==> config.mk <==
export PLATFORM = sky130hd
export DESIGN_NAME = location_table_duplicate_filter
export DESIGN_NICKNAME = d
export VERILOG_FILES = /design/src/hdl/ltdf_pkg.sv /design/src/hdl/ltdf_cell.sv /design/src/hdl/location_table_duplicate_filter.sv
export SDC_FILE = /design/constraint.sdc
export NUM_CORES = 2
export LEC_CHECK = 0
export BUFFER_PORTS_ARGS = -buffer_cell sky130_fd_sc_hd__buf_4
export CAP_MARGIN = 40
export CORE_ASPECT_RATIO = 0.9
export CORE_UTILIZATION = 45
export CTS_CLUSTER_DIAMETER = 150
export CTS_CLUSTER_SIZE = 25
export DETAILED_ROUTE_END_ITERATION = 6
export GPL_ROUTABILITY_DRIVEN = 0
export PLACE_DENSITY_LB_ADDON = 0.1
export SLEW_MARGIN = 20
export SYNTH_ARGS = -nofsm -noshare
export SYNTH_HDL_FRONTEND = slang
export SYNTH_SLANG_ARGS = --single-unit
==> constraint.sdc <==
create_clock -name i_clk -period 10.1 [get_ports i_clk]
set_clock_uncertainty 0.2 [all_clocks]
set_input_delay 3.03 -clock i_clk [delete_from_list [all_inputs] [get_ports i_clk]]
set_output_delay 3.03 -clock i_clk [all_outputs]
set_load 0.02 [all_outputs]
==> src/hdl/ltdf_pkg.sv <==
// Package for the location table duplicate filter.
// Types, codes and defaults shared by ltdf_cell and the top level.
`timescale 1ns / 1ps
package ltdf_pkg;
    localparam int unsigned ENTRIES_DEF    = 16;
    localparam int unsigned SEQ_BITS_DEF   = 16;
    localparam int unsigned STAMP_BITS_DEF = 32;
    localparam int unsigned IDX_MAX_W      = 8;
    localparam int unsigned CNT_MAX_W      = 9;
    localparam logic [15:0] LIFE_RESET     = 16'd20;

    localparam logic [1:0] CFG_LOCAL_ADDR = 2'd0;
    localparam logic [1:0] CFG_LIFETIME   = 2'd1;

    localparam logic [2:0] ST_NEW  = 3'd0;
    localparam logic [2:0] ST_UPD  = 3'd1;
    localparam logic [2:0] ST_DUP  = 3'd2;
    localparam logic [2:0] ST_OWN  = 3'd3;
    localparam logic [2:0] ST_FULL = 3'd4;
    localparam logic [2:0] ST_TICK = 3'd5;

    typedef enum logic [1:0] {
        S_IDLE,
        S_SCAN,
        S_DECIDE
    } t_state;

    // scan token handed from cell to cell
    typedef struct packed {
        logic                 active;
        logic                 tick;
        logic                 hit;
        logic [IDX_MAX_W-1:0] hit_idx;
        logic [31:0]          hit_ts;
        logic [15:0]          hit_seq;
        logic                 hit_nb;
        logic                 free;
        logic [IDX_MAX_W-1:0] free_idx;
        logic [CNT_MAX_W-1:0] cnt;
    } t_carry;

    typedef struct packed {
        logic                 en;
        logic [IDX_MAX_W-1:0] idx;
        logic                 alloc;
        logic                 wr_seq;
        logic                 wr_pv;
        logic                 nb;
        logic [31:0]          ts;
        logic [15:0]          seq;
        logic [31:0]          lat;
        logic [31:0]          lon;
        logic [15:0]          life;
    } t_wr;

    function automatic logic newer(logic [31:0] a, logic [31:0] b, int unsigned bits);
        logic [31:0] h;
        h = 32'(((64'd1 << bits) - 64'd1) >> 1);
        return ((a > b) && ((a - b) <= h)) || ((b > a) && ((b - a) > h));
    endfunction
endpackage

==> src/hdl/ltdf_cell.sv <==
// One table slot of the location table with its stage of the scan chain.
// Depends on ltdf_pkg.
`timescale 1ns / 1ps
module ltdf_cell #(
    parameter int unsigned IDX = 0
) (
    input  logic             i_clk,
    input  logic             i_rst_n,
    input  ltdf_pkg::t_carry i_carry,
    output ltdf_pkg::t_carry o_carry,
    input  logic [47:0]      i_mac,
    input  ltdf_pkg::t_wr    i_wr
);
    logic             r_valid, n_valid;
    logic [47:0]      r_addr;
    logic [31:0]      r_ts, r_lat, r_lon;
    logic [15:0]      r_seq, r_life, n_life;
    logic             r_nb;
    ltdf_pkg::t_carry r_carry, n_carry;
    logic             wr_hit;

    assign wr_hit = i_wr.en && (i_wr.idx == ltdf_pkg::IDX_MAX_W'(IDX));

    always_comb begin
        n_carry = i_carry;
        n_valid = r_valid;
        n_life  = r_life;
        if (i_carry.active) begin
            if (i_carry.tick) begin
                if (r_valid) begin
                    if (r_life <= 16'd1) begin
                        n_valid     = 1'b0;
                        n_carry.cnt = i_carry.cnt + 1'b1;
                    end else begin
                        n_life = r_life - 16'd1;
                    end
                end
            end else begin
                if (r_valid && r_addr == i_mac && !i_carry.hit) begin
                    n_carry.hit     = 1'b1;
                    n_carry.hit_idx = ltdf_pkg::IDX_MAX_W'(IDX);
                    n_carry.hit_ts  = r_ts;
                    n_carry.hit_seq = r_seq;
                    n_carry.hit_nb  = r_nb;
                end
                if (!r_valid && !i_carry.free) begin
                    n_carry.free     = 1'b1;
                    n_carry.free_idx = ltdf_pkg::IDX_MAX_W'(IDX);
                end
            end
        end
        if (wr_hit) begin
            n_life = i_wr.life;
            if (i_wr.alloc) begin
                n_valid = 1'b1;
            end
        end
    end

    always_ff @(posedge i_clk) begin
        if (!i_rst_n) begin
            r_valid        <= 1'b0;
            r_carry.active <= 1'b0;
        end else begin
            r_valid <= n_valid;
            r_carry <= n_carry;
            r_life  <= n_life;
            if (wr_hit) begin
                r_nb <= i_wr.nb;
                if (i_wr.alloc) begin
                    r_addr <= i_mac;
                end
                if (i_wr.alloc || i_wr.wr_seq) begin
                    r_seq <= i_wr.seq;
                end
                if (i_wr.alloc || i_wr.wr_pv) begin
                    r_ts  <= i_wr.ts;
                    r_lat <= i_wr.lat;
                    r_lon <= i_wr.lon;
                end
            end
        end
    end

    assign o_carry = r_carry;
endmodule

==> src/hdl/location_table_duplicate_filter.sv <==
// Top level of the location table duplicate filter: control, config, result.
// Depends on ltdf_pkg and ltdf_cell.
//
// Usage:
// Input items (i_valid / o_stall) are packets (i_req_type 0) or lifetime
// ticks (i_req_type 1). Each item gives one result on o_valid / i_stall.
// An accepted item sends a token down the row of ENTRIES slot cells, one
// cell per cycle; a packet looks up or allocates its source, a tick ages
// every slot on the way. The decide state then registers the result and
// its table write-back together. One item is worked on at a time; the
// next is taken the cycle after the result is registered, even while
// that result waits.
// When the receiver stalls with a result pending, the block holds the next
// finished result and its table write until the output register frees.
// Reset empties the table, sets the local address to 0 and the lifetime
// to 20 ticks. Config writes (i_cfg_valid / o_cfg_ready) are always taken.
`timescale 1ns / 1ps
module location_table_duplicate_filter #(
    parameter int unsigned ENTRIES    = ltdf_pkg::ENTRIES_DEF,
    parameter int unsigned SEQ_BITS   = ltdf_pkg::SEQ_BITS_DEF,
    parameter int unsigned STAMP_BITS = ltdf_pkg::STAMP_BITS_DEF
) (
    input  logic        i_clk,
    input  logic        i_rst_n,
    input  logic        i_valid,
    output logic        o_stall,
    input  logic        i_req_type,
    input  logic [2:0]  i_pkt_kind,
    input  logic [47:0] i_src_mac,
    input  logic [31:0] i_timestamp,
    input  logic [15:0] i_seq_num,
    input  logic signed [31:0] i_latitude,
    input  logic signed [31:0] i_longitude,
    output logic        o_valid,
    input  logic        i_stall,
    output logic [2:0]  o_status,
    output logic [3:0]  o_entry_index,
    output logic        o_is_neighbour,
    output logic        o_pv_updated,
    output logic [4:0]  o_expired_count,
    input  logic        i_cfg_valid,
    output logic        o_cfg_ready,
    input  logic [1:0]  i_cfg_index,
    input  logic [47:0] i_cfg_data
);
    localparam logic [31:0] TS_MASK  = 32'((64'd1 << STAMP_BITS) - 64'd1);
    localparam logic [15:0] SEQ_MASK = 16'((64'd1 << SEQ_BITS) - 64'd1);

    ltdf_pkg::t_state r_state, n_state;
    logic [47:0] r_local;
    logic [15:0] r_life_cfg;
    logic        r_req, r_single;
    logic [47:0] r_mac;
    logic [31:0] r_ts, r_lat, r_lon;
    logic [15:0] r_seq;
    logic        r_inj;
    ltdf_pkg::t_carry r_res;
    ltdf_pkg::t_carry chain [ENTRIES+1];
    ltdf_pkg::t_wr    r_wr, d_wr;
    logic        r_ovalid;
    logic [2:0]  r_status, d_status;
    logic [3:0]  r_idx, d_idx;
    logic        r_nb, d_nb, r_pv, d_pv;
    logic [4:0]  r_cnt, d_cnt;
    logic        in_acc, out_free, capture, issue;
    logic        ts_new, seq_new, accept;

    assign in_acc   = i_valid && !o_stall;
    assign out_free = !r_ovalid || !i_stall;

    always_comb begin
        chain[0]        = '0;
        chain[0].active = r_inj;
        chain[0].tick   = r_req;
    end

    for (genvar g = 0; g < ENTRIES; g++) begin : g_cell
        ltdf_cell #(.IDX(g)) u_cell (
            .i_clk   (i_clk),
            .i_rst_n (i_rst_n),
            .i_carry (chain[g]),
            .o_carry (chain[g+1]),
            .i_mac   (r_mac),
            .i_wr    (r_wr)
        );
    end

    always_comb begin
        n_state = r_state;
        unique case (r_state)
            ltdf_pkg::S_IDLE:   if (i_valid) n_state = ltdf_pkg::S_SCAN;
            ltdf_pkg::S_SCAN:   if (chain[ENTRIES].active) n_state = ltdf_pkg::S_DECIDE;
            ltdf_pkg::S_DECIDE: if (out_free) n_state = ltdf_pkg::S_IDLE;
            default:            n_state = ltdf_pkg::S_IDLE;
        endcase
    end

    always_comb begin
        o_stall = (r_state != ltdf_pkg::S_IDLE);
        capture = (r_state == ltdf_pkg::S_SCAN) && chain[ENTRIES].active;
        issue   = (r_state == ltdf_pkg::S_DECIDE) && out_free;
    end

    always_comb begin
        ts_new  = ltdf_pkg::newer(r_ts, r_res.hit_ts, STAMP_BITS);
        seq_new = ltdf_pkg::newer({16'd0, r_seq}, {16'd0, r_res.hit_seq}, SEQ_BITS);
        accept  = ts_new || (!r_single && (r_ts == r_res.hit_ts) && seq_new);
        d_wr        = '0;
        d_wr.idx    = r_res.hit_idx;
        d_wr.nb     = r_single;
        d_wr.ts     = r_ts;
        d_wr.seq    = r_seq;
        d_wr.lat    = r_lat;
        d_wr.lon    = r_lon;
        d_wr.life   = r_life_cfg;
        d_status    = ltdf_pkg::ST_TICK;
        d_idx       = 4'd0;
        d_nb        = 1'b0;
        d_pv        = 1'b0;
        d_cnt       = 5'(r_res.cnt);
        if (!r_req) begin
            d_cnt = 5'd0;
            priority if (r_mac == r_local) begin
                d_status = ltdf_pkg::ST_OWN;
            end else if (!r_res.hit) begin
                if (!r_res.free) begin
                    d_status = ltdf_pkg::ST_FULL;
                end else begin
                    d_status   = ltdf_pkg::ST_NEW;
                    d_wr.en    = 1'b1;
                    d_wr.alloc = 1'b1;
                    d_wr.idx   = r_res.free_idx;
                    d_idx      = 4'(r_res.free_idx);
                    d_nb       = r_single;
                    d_pv       = 1'b1;
                end
            end else if (!accept) begin
                d_status = ltdf_pkg::ST_DUP;
                d_idx    = 4'(r_res.hit_idx);
                d_nb     = r_res.hit_nb;
            end else begin
                d_status    = ltdf_pkg::ST_UPD;
                d_wr.en     = 1'b1;
                d_wr.wr_seq = !r_single;
                d_wr.wr_pv  = ts_new;
                d_idx       = 4'(r_res.hit_idx);
                d_nb        = r_single;
                d_pv        = ts_new;
            end
        end
    end

    always_ff @(posedge i_clk) begin
        if (!i_rst_n) begin
            r_state    <= ltdf_pkg::S_IDLE;
            r_inj      <= 1'b0;
            r_wr.en    <= 1'b0;
            r_ovalid   <= 1'b0;
            r_local    <= 48'd0;
            r_life_cfg <= ltdf_pkg::LIFE_RESET;
        end else begin
            r_state <= n_state;
            r_inj   <= in_acc;
            r_wr.en <= issue && d_wr.en;
            if (issue) begin
                r_ovalid    <= 1'b1;
                r_wr.idx    <= d_wr.idx;
                r_wr.alloc  <= d_wr.alloc;
                r_wr.wr_seq <= d_wr.wr_seq;
                r_wr.wr_pv  <= d_wr.wr_pv;
                r_wr.nb     <= d_wr.nb;
                r_wr.ts     <= d_wr.ts;
                r_wr.seq    <= d_wr.seq;
                r_wr.lat    <= d_wr.lat;
                r_wr.lon    <= d_wr.lon;
                r_wr.life   <= d_wr.life;
            end else if (!i_stall) begin
                r_ovalid <= 1'b0;
            end
            if (i_cfg_valid) begin
                unique case (i_cfg_index)
                    ltdf_pkg::CFG_LOCAL_ADDR: r_local    <= i_cfg_data;
                    ltdf_pkg::CFG_LIFETIME:   r_life_cfg <= i_cfg_data[15:0];
                    default: ;
                endcase
            end
        end
    end

    always_ff @(posedge i_clk) begin
        if (in_acc) begin
            r_req    <= i_req_type;
            r_single <= (i_pkt_kind <= 3'd1);
            r_mac    <= i_src_mac;
            r_ts     <= i_timestamp & TS_MASK;
            r_seq    <= i_seq_num & SEQ_MASK;
            r_lat    <= i_latitude;
            r_lon    <= i_longitude;
        end
        if (capture) begin
            r_res <= chain[ENTRIES];
        end
        if (issue) begin
            r_status    <= d_status;
            r_idx       <= d_idx;
            r_nb        <= d_nb;
            r_pv        <= d_pv;
            r_cnt       <= d_cnt;
        end
    end

    assign o_valid         = r_ovalid;
    assign o_status        = r_status;
    assign o_entry_index   = r_idx;
    assign o_is_neighbour  = r_nb;
    assign o_pv_updated    = r_pv;
    assign o_expired_count = r_cnt;
    assign o_cfg_ready     = 1'b1;
endmodule

==> results.yml <==
finish:
  stdcell_count: 11900
  final_core_util_pct: 49.5
  final_common_cell: "edfxtp_1"
  layout.nets: 8539
  most-common-layout-cells: "3055 x edfxtp_1, 751 x mux2_2, 572 x xnor2_1"
  fin_area_um2: 139000
  area_delta_synth_final_pct: 9.08
  drive_above_1_share_pct: 18.1
placed_design:
  port_buffers: 169
  dpl_cell_area_um2: 135000
  dp_slack_ns: 3.88
  dpl.hpwl_um: 189000
  placedCellCount: 11700
sta:
  max_freq_mhz: 186
  hold_viol: 0
  setup_viol: 0
  relSlewSlack_pct: 23.7
  fin_ws_ns: 4.73
  worst_slew_pin_slew_ns: 1.14
  setup-tns-final_ns: 0
  rsz0062_at_grt: "false"
  finalCritPeriodShare_pct: 53.1
  period_minus_slack_ns: 5.37
  drv_slew: 0
synth:
  synthFlopType: "edfxtp_1"
  syn-cell-area_um2: 127000
  synth_fp_nets: 8258
  yosysSeqAreaShare_pct: 73.7
  synth-edff-count: 3055
  yosysWarningCount: 0
  ys_async_sr_fraction_pct: 0
  netlist_instances: 7892
  yosysUniqueCellTypes: 74
  synth_seq_cells: 3156
  avgSynthCellArea_um2: 16.1
power_and_ir_drop:
  peakVddDrop_mv: 0.133
  pwr_density_cell_nw_per_um2: 161
  p_leak_nw: 44.7
die:
  die_h_um: 506
  fp.dieW_um: 562
  rows: 184
  dieArea_um2: 285000
  core_area_um2: 280000
  pin_count: 236
  start_util_pct: 45.4
setup_path:
  timing.rr.end: "g_cell[5].u_cell.o_carry[21]$_DFFE_PP_"
  cp.arrival_ns: 5.66
  worstRegToRegCells: 9
  critPathCaptureType: "flip-flop"
  rr_startpoint: "r_mac[9]$_DFFE_PP_"
  startpoint_type: "primary input"
  rrSetupSlack_ns: 5.07
  cp.required_ns: 10.39
  path_max_fanout: 156
  path_class: "primary input to flip-flop"
cts:
  clock_latency_ns: 0.90
  ctsLongestPathBuffers: 4
  cts_hold_buf: 0
  cts_root_buffer: "clkbuf_16"
  tritoncts: "done"
  path_clk_slew_ns: 0.10
  cts_max_level: 4
  cts.sinks: 3156
  numCtsBuffers: 152
  cts_setup_buffers: 0
  cts-resized-gates: 0
global_route:
  overflow: 0
  grt_pass1_vias: 64900
  grt_pass1_wl_um: 444000
  antenna_found_initial: 9
  grt_use_total_pct: 21.2
  grt_max_degree: 168
detailed_routing:
  drc: 0
  wl_per_cell_um: 25.3
  firstDrtPassIters: 5
  vias_per_cell: 5.46
  routed_wl_um: 302000
  drtIter0Drc: 6120
  vias: 65200
  ant_nets: 0
worst_hold_path:
  hp-start: "g_cell[15].u_cell.o_carry[23]$_DFFE_PP_"
  hold_class: "flip-flop to flip-flop"
  holdPathStages: 0
  holdPathEnd: "r_res[23]$_DFFE_PP_"
job:
  cap_violations: 0
status:
  status: "finished, final reports clean"
metrics by stage:
stage | hold slack (ns) | total power, mW
3_5_place_dp | 0.205 | 15.8
2_1_floorplan | 0.200 | 15.4
3_3_place_gp | 0.204 | 15.8
4_1_cts | 0.169 | 22.5
5_1_grt | 0.189 | 23.0
6_report | 0.183 | 22.3
worst max-delay path: stages:
cell     delay, ns
buf_8         0.40
buf_12        0.65
nand2_1       0.35
inv_1         0.17
and2_2        0.16
buf_4         0.52
kinds of logic after synthesis:
group | after synthesis | synth area share, %
flip-flops | 3156 | 73.7
AND/OR/NAND/NOR | 1699 | 6.71
XOR/XNOR | 998 | 6.87
multiplexers | 754 | 6.68
AO/OA/AOI/OAI | 608 | 2.86
buffers and inverters | 529 | 1.66
adder cells (fa/ha/maj) | 147 | 1.47
other | 1 | 0.00295
per-layer routing:
layer | global-route usage (%) | up-vias | part of all wire, %
met5 | 0 | - | 0.0043
met4 | 4.68 | 2 | 2.2
met3 | 1.90 | 310 | 4.2
met2 | 33.4 | 1410 | 46
met1 | 31.9 | 33800 | 47
li1 | - | 29700 | -
cell usage after synthesis, types with 16 or more instances:
| cell | count | share of area, % |
|---|---|---|
| buf_2 | 99 | 0.39 |
| xnor2_1 | 572 | 3.9 |
| o21ai_0 | 254 | 1.0 |
| nor3_1 | 106 | 0.42 |
| nand3b_1 | 21 | 0.12 |
| nor4_1 | 144 | 0.71 |
| or4_1 | 35 | 0.21 |
| clkbuf_1 | 182 | 0.54 |
| and3_1 | 31 | 0.15 |
| a21oi_1 | 160 | 0.63 |
| nor2b_1 | 47 | 0.23 |
| mux2_2 | 751 | 6.7 |
| nand2b_1 | 50 | 0.25 |
| xor2_1 | 426 | 2.9 |
| dfxtp_1 | 101 | 1.6 |
| or3_1 | 22 | 0.11 |
| o22ai_1 | 18 | 0.089 |
| a221oi_1 | 16 | 0.11 |
| nand4_1 | 167 | 0.82 |
| inv_1 | 230 | 0.68 |
| edfxtp_1 | 3055 | 72 |
| nand2_1 | 503 | 1.5 |
| and2_1 | 76 | 0.37 |
| ha_1 | 143 | 1.4 |
| a21o_1 | 25 | 0.15 |
| nand3_1 | 82 | 0.32 |
| nor2_1 | 320 | 0.94 |
| or2_2 | 59 | 0.29 |
| buf_1 | 16 | 0.047 |
registers in the layout, summed over array words and instances, names as in the netlist, 32 cells and up:
signal and cells:
g_cell.u_cell.o_carry 1015, g_cell.u_cell.r_addr 768, g_cell.u_cell.r_ts 512, g_cell.u_cell.r_life 256
g_cell.u_cell.r_seq 256, r_wr 73, r_res 64, r_local 48
r_mac 48, r_ts 32
final cells by class:
| class | instances | area, um^2 |
|---|---|---|
| Inverter | 231 | 868 |
| Antenna cell | 6 | 15.0 |
| Sequential cell | 3156 | 93800 |
| Multi-Input combinational cell | 4207 | 31600 |
| Clock buffer | 188 | 3960 |
| Timing Repair Buffer | 425 | 3730 |
| Fill cell | 23400 | 141000 |
| Clock inverter | 6 | 90.1 |
| Tap cell | 3720 | 4650 |
worst max-delay path by stage:
stage	end	depth (start not counted)	start	slack, ns
3_5_place_dp	g_cell[3].u_cell.r_addr[46]$_DFFE_PP_	6	i_rst_n	3.88
5_1_grt	g_cell[3].u_cell.r_addr[18]$_DFFE_PP_	6	i_rst_n	4.61
4_1_cts	g_cell[3].u_cell.r_addr[42]$_DFFE_PP_	6	i_rst_n	4.82
3_3_place_gp	g_cell[3].u_cell.r_addr[11]$_DFFE_PP_	6	i_rst_n	3.95
6_report	g_cell[3].u_cell.r_addr[18]$_DFFE_PP_	6	i_rst_n	4.73
2_1_floorplan	r_mac[0]$_DFFE_PP_	2	i_valid	2.21
power breakdown:
part / switching, mW / internal (mW)
clock: 3.96 / 2.80
sequential: 0.104 / 14.5
combinational: 0.532 / 0.335
total: 4.60 / 17.7
Power figures use the tool's default switching activity.
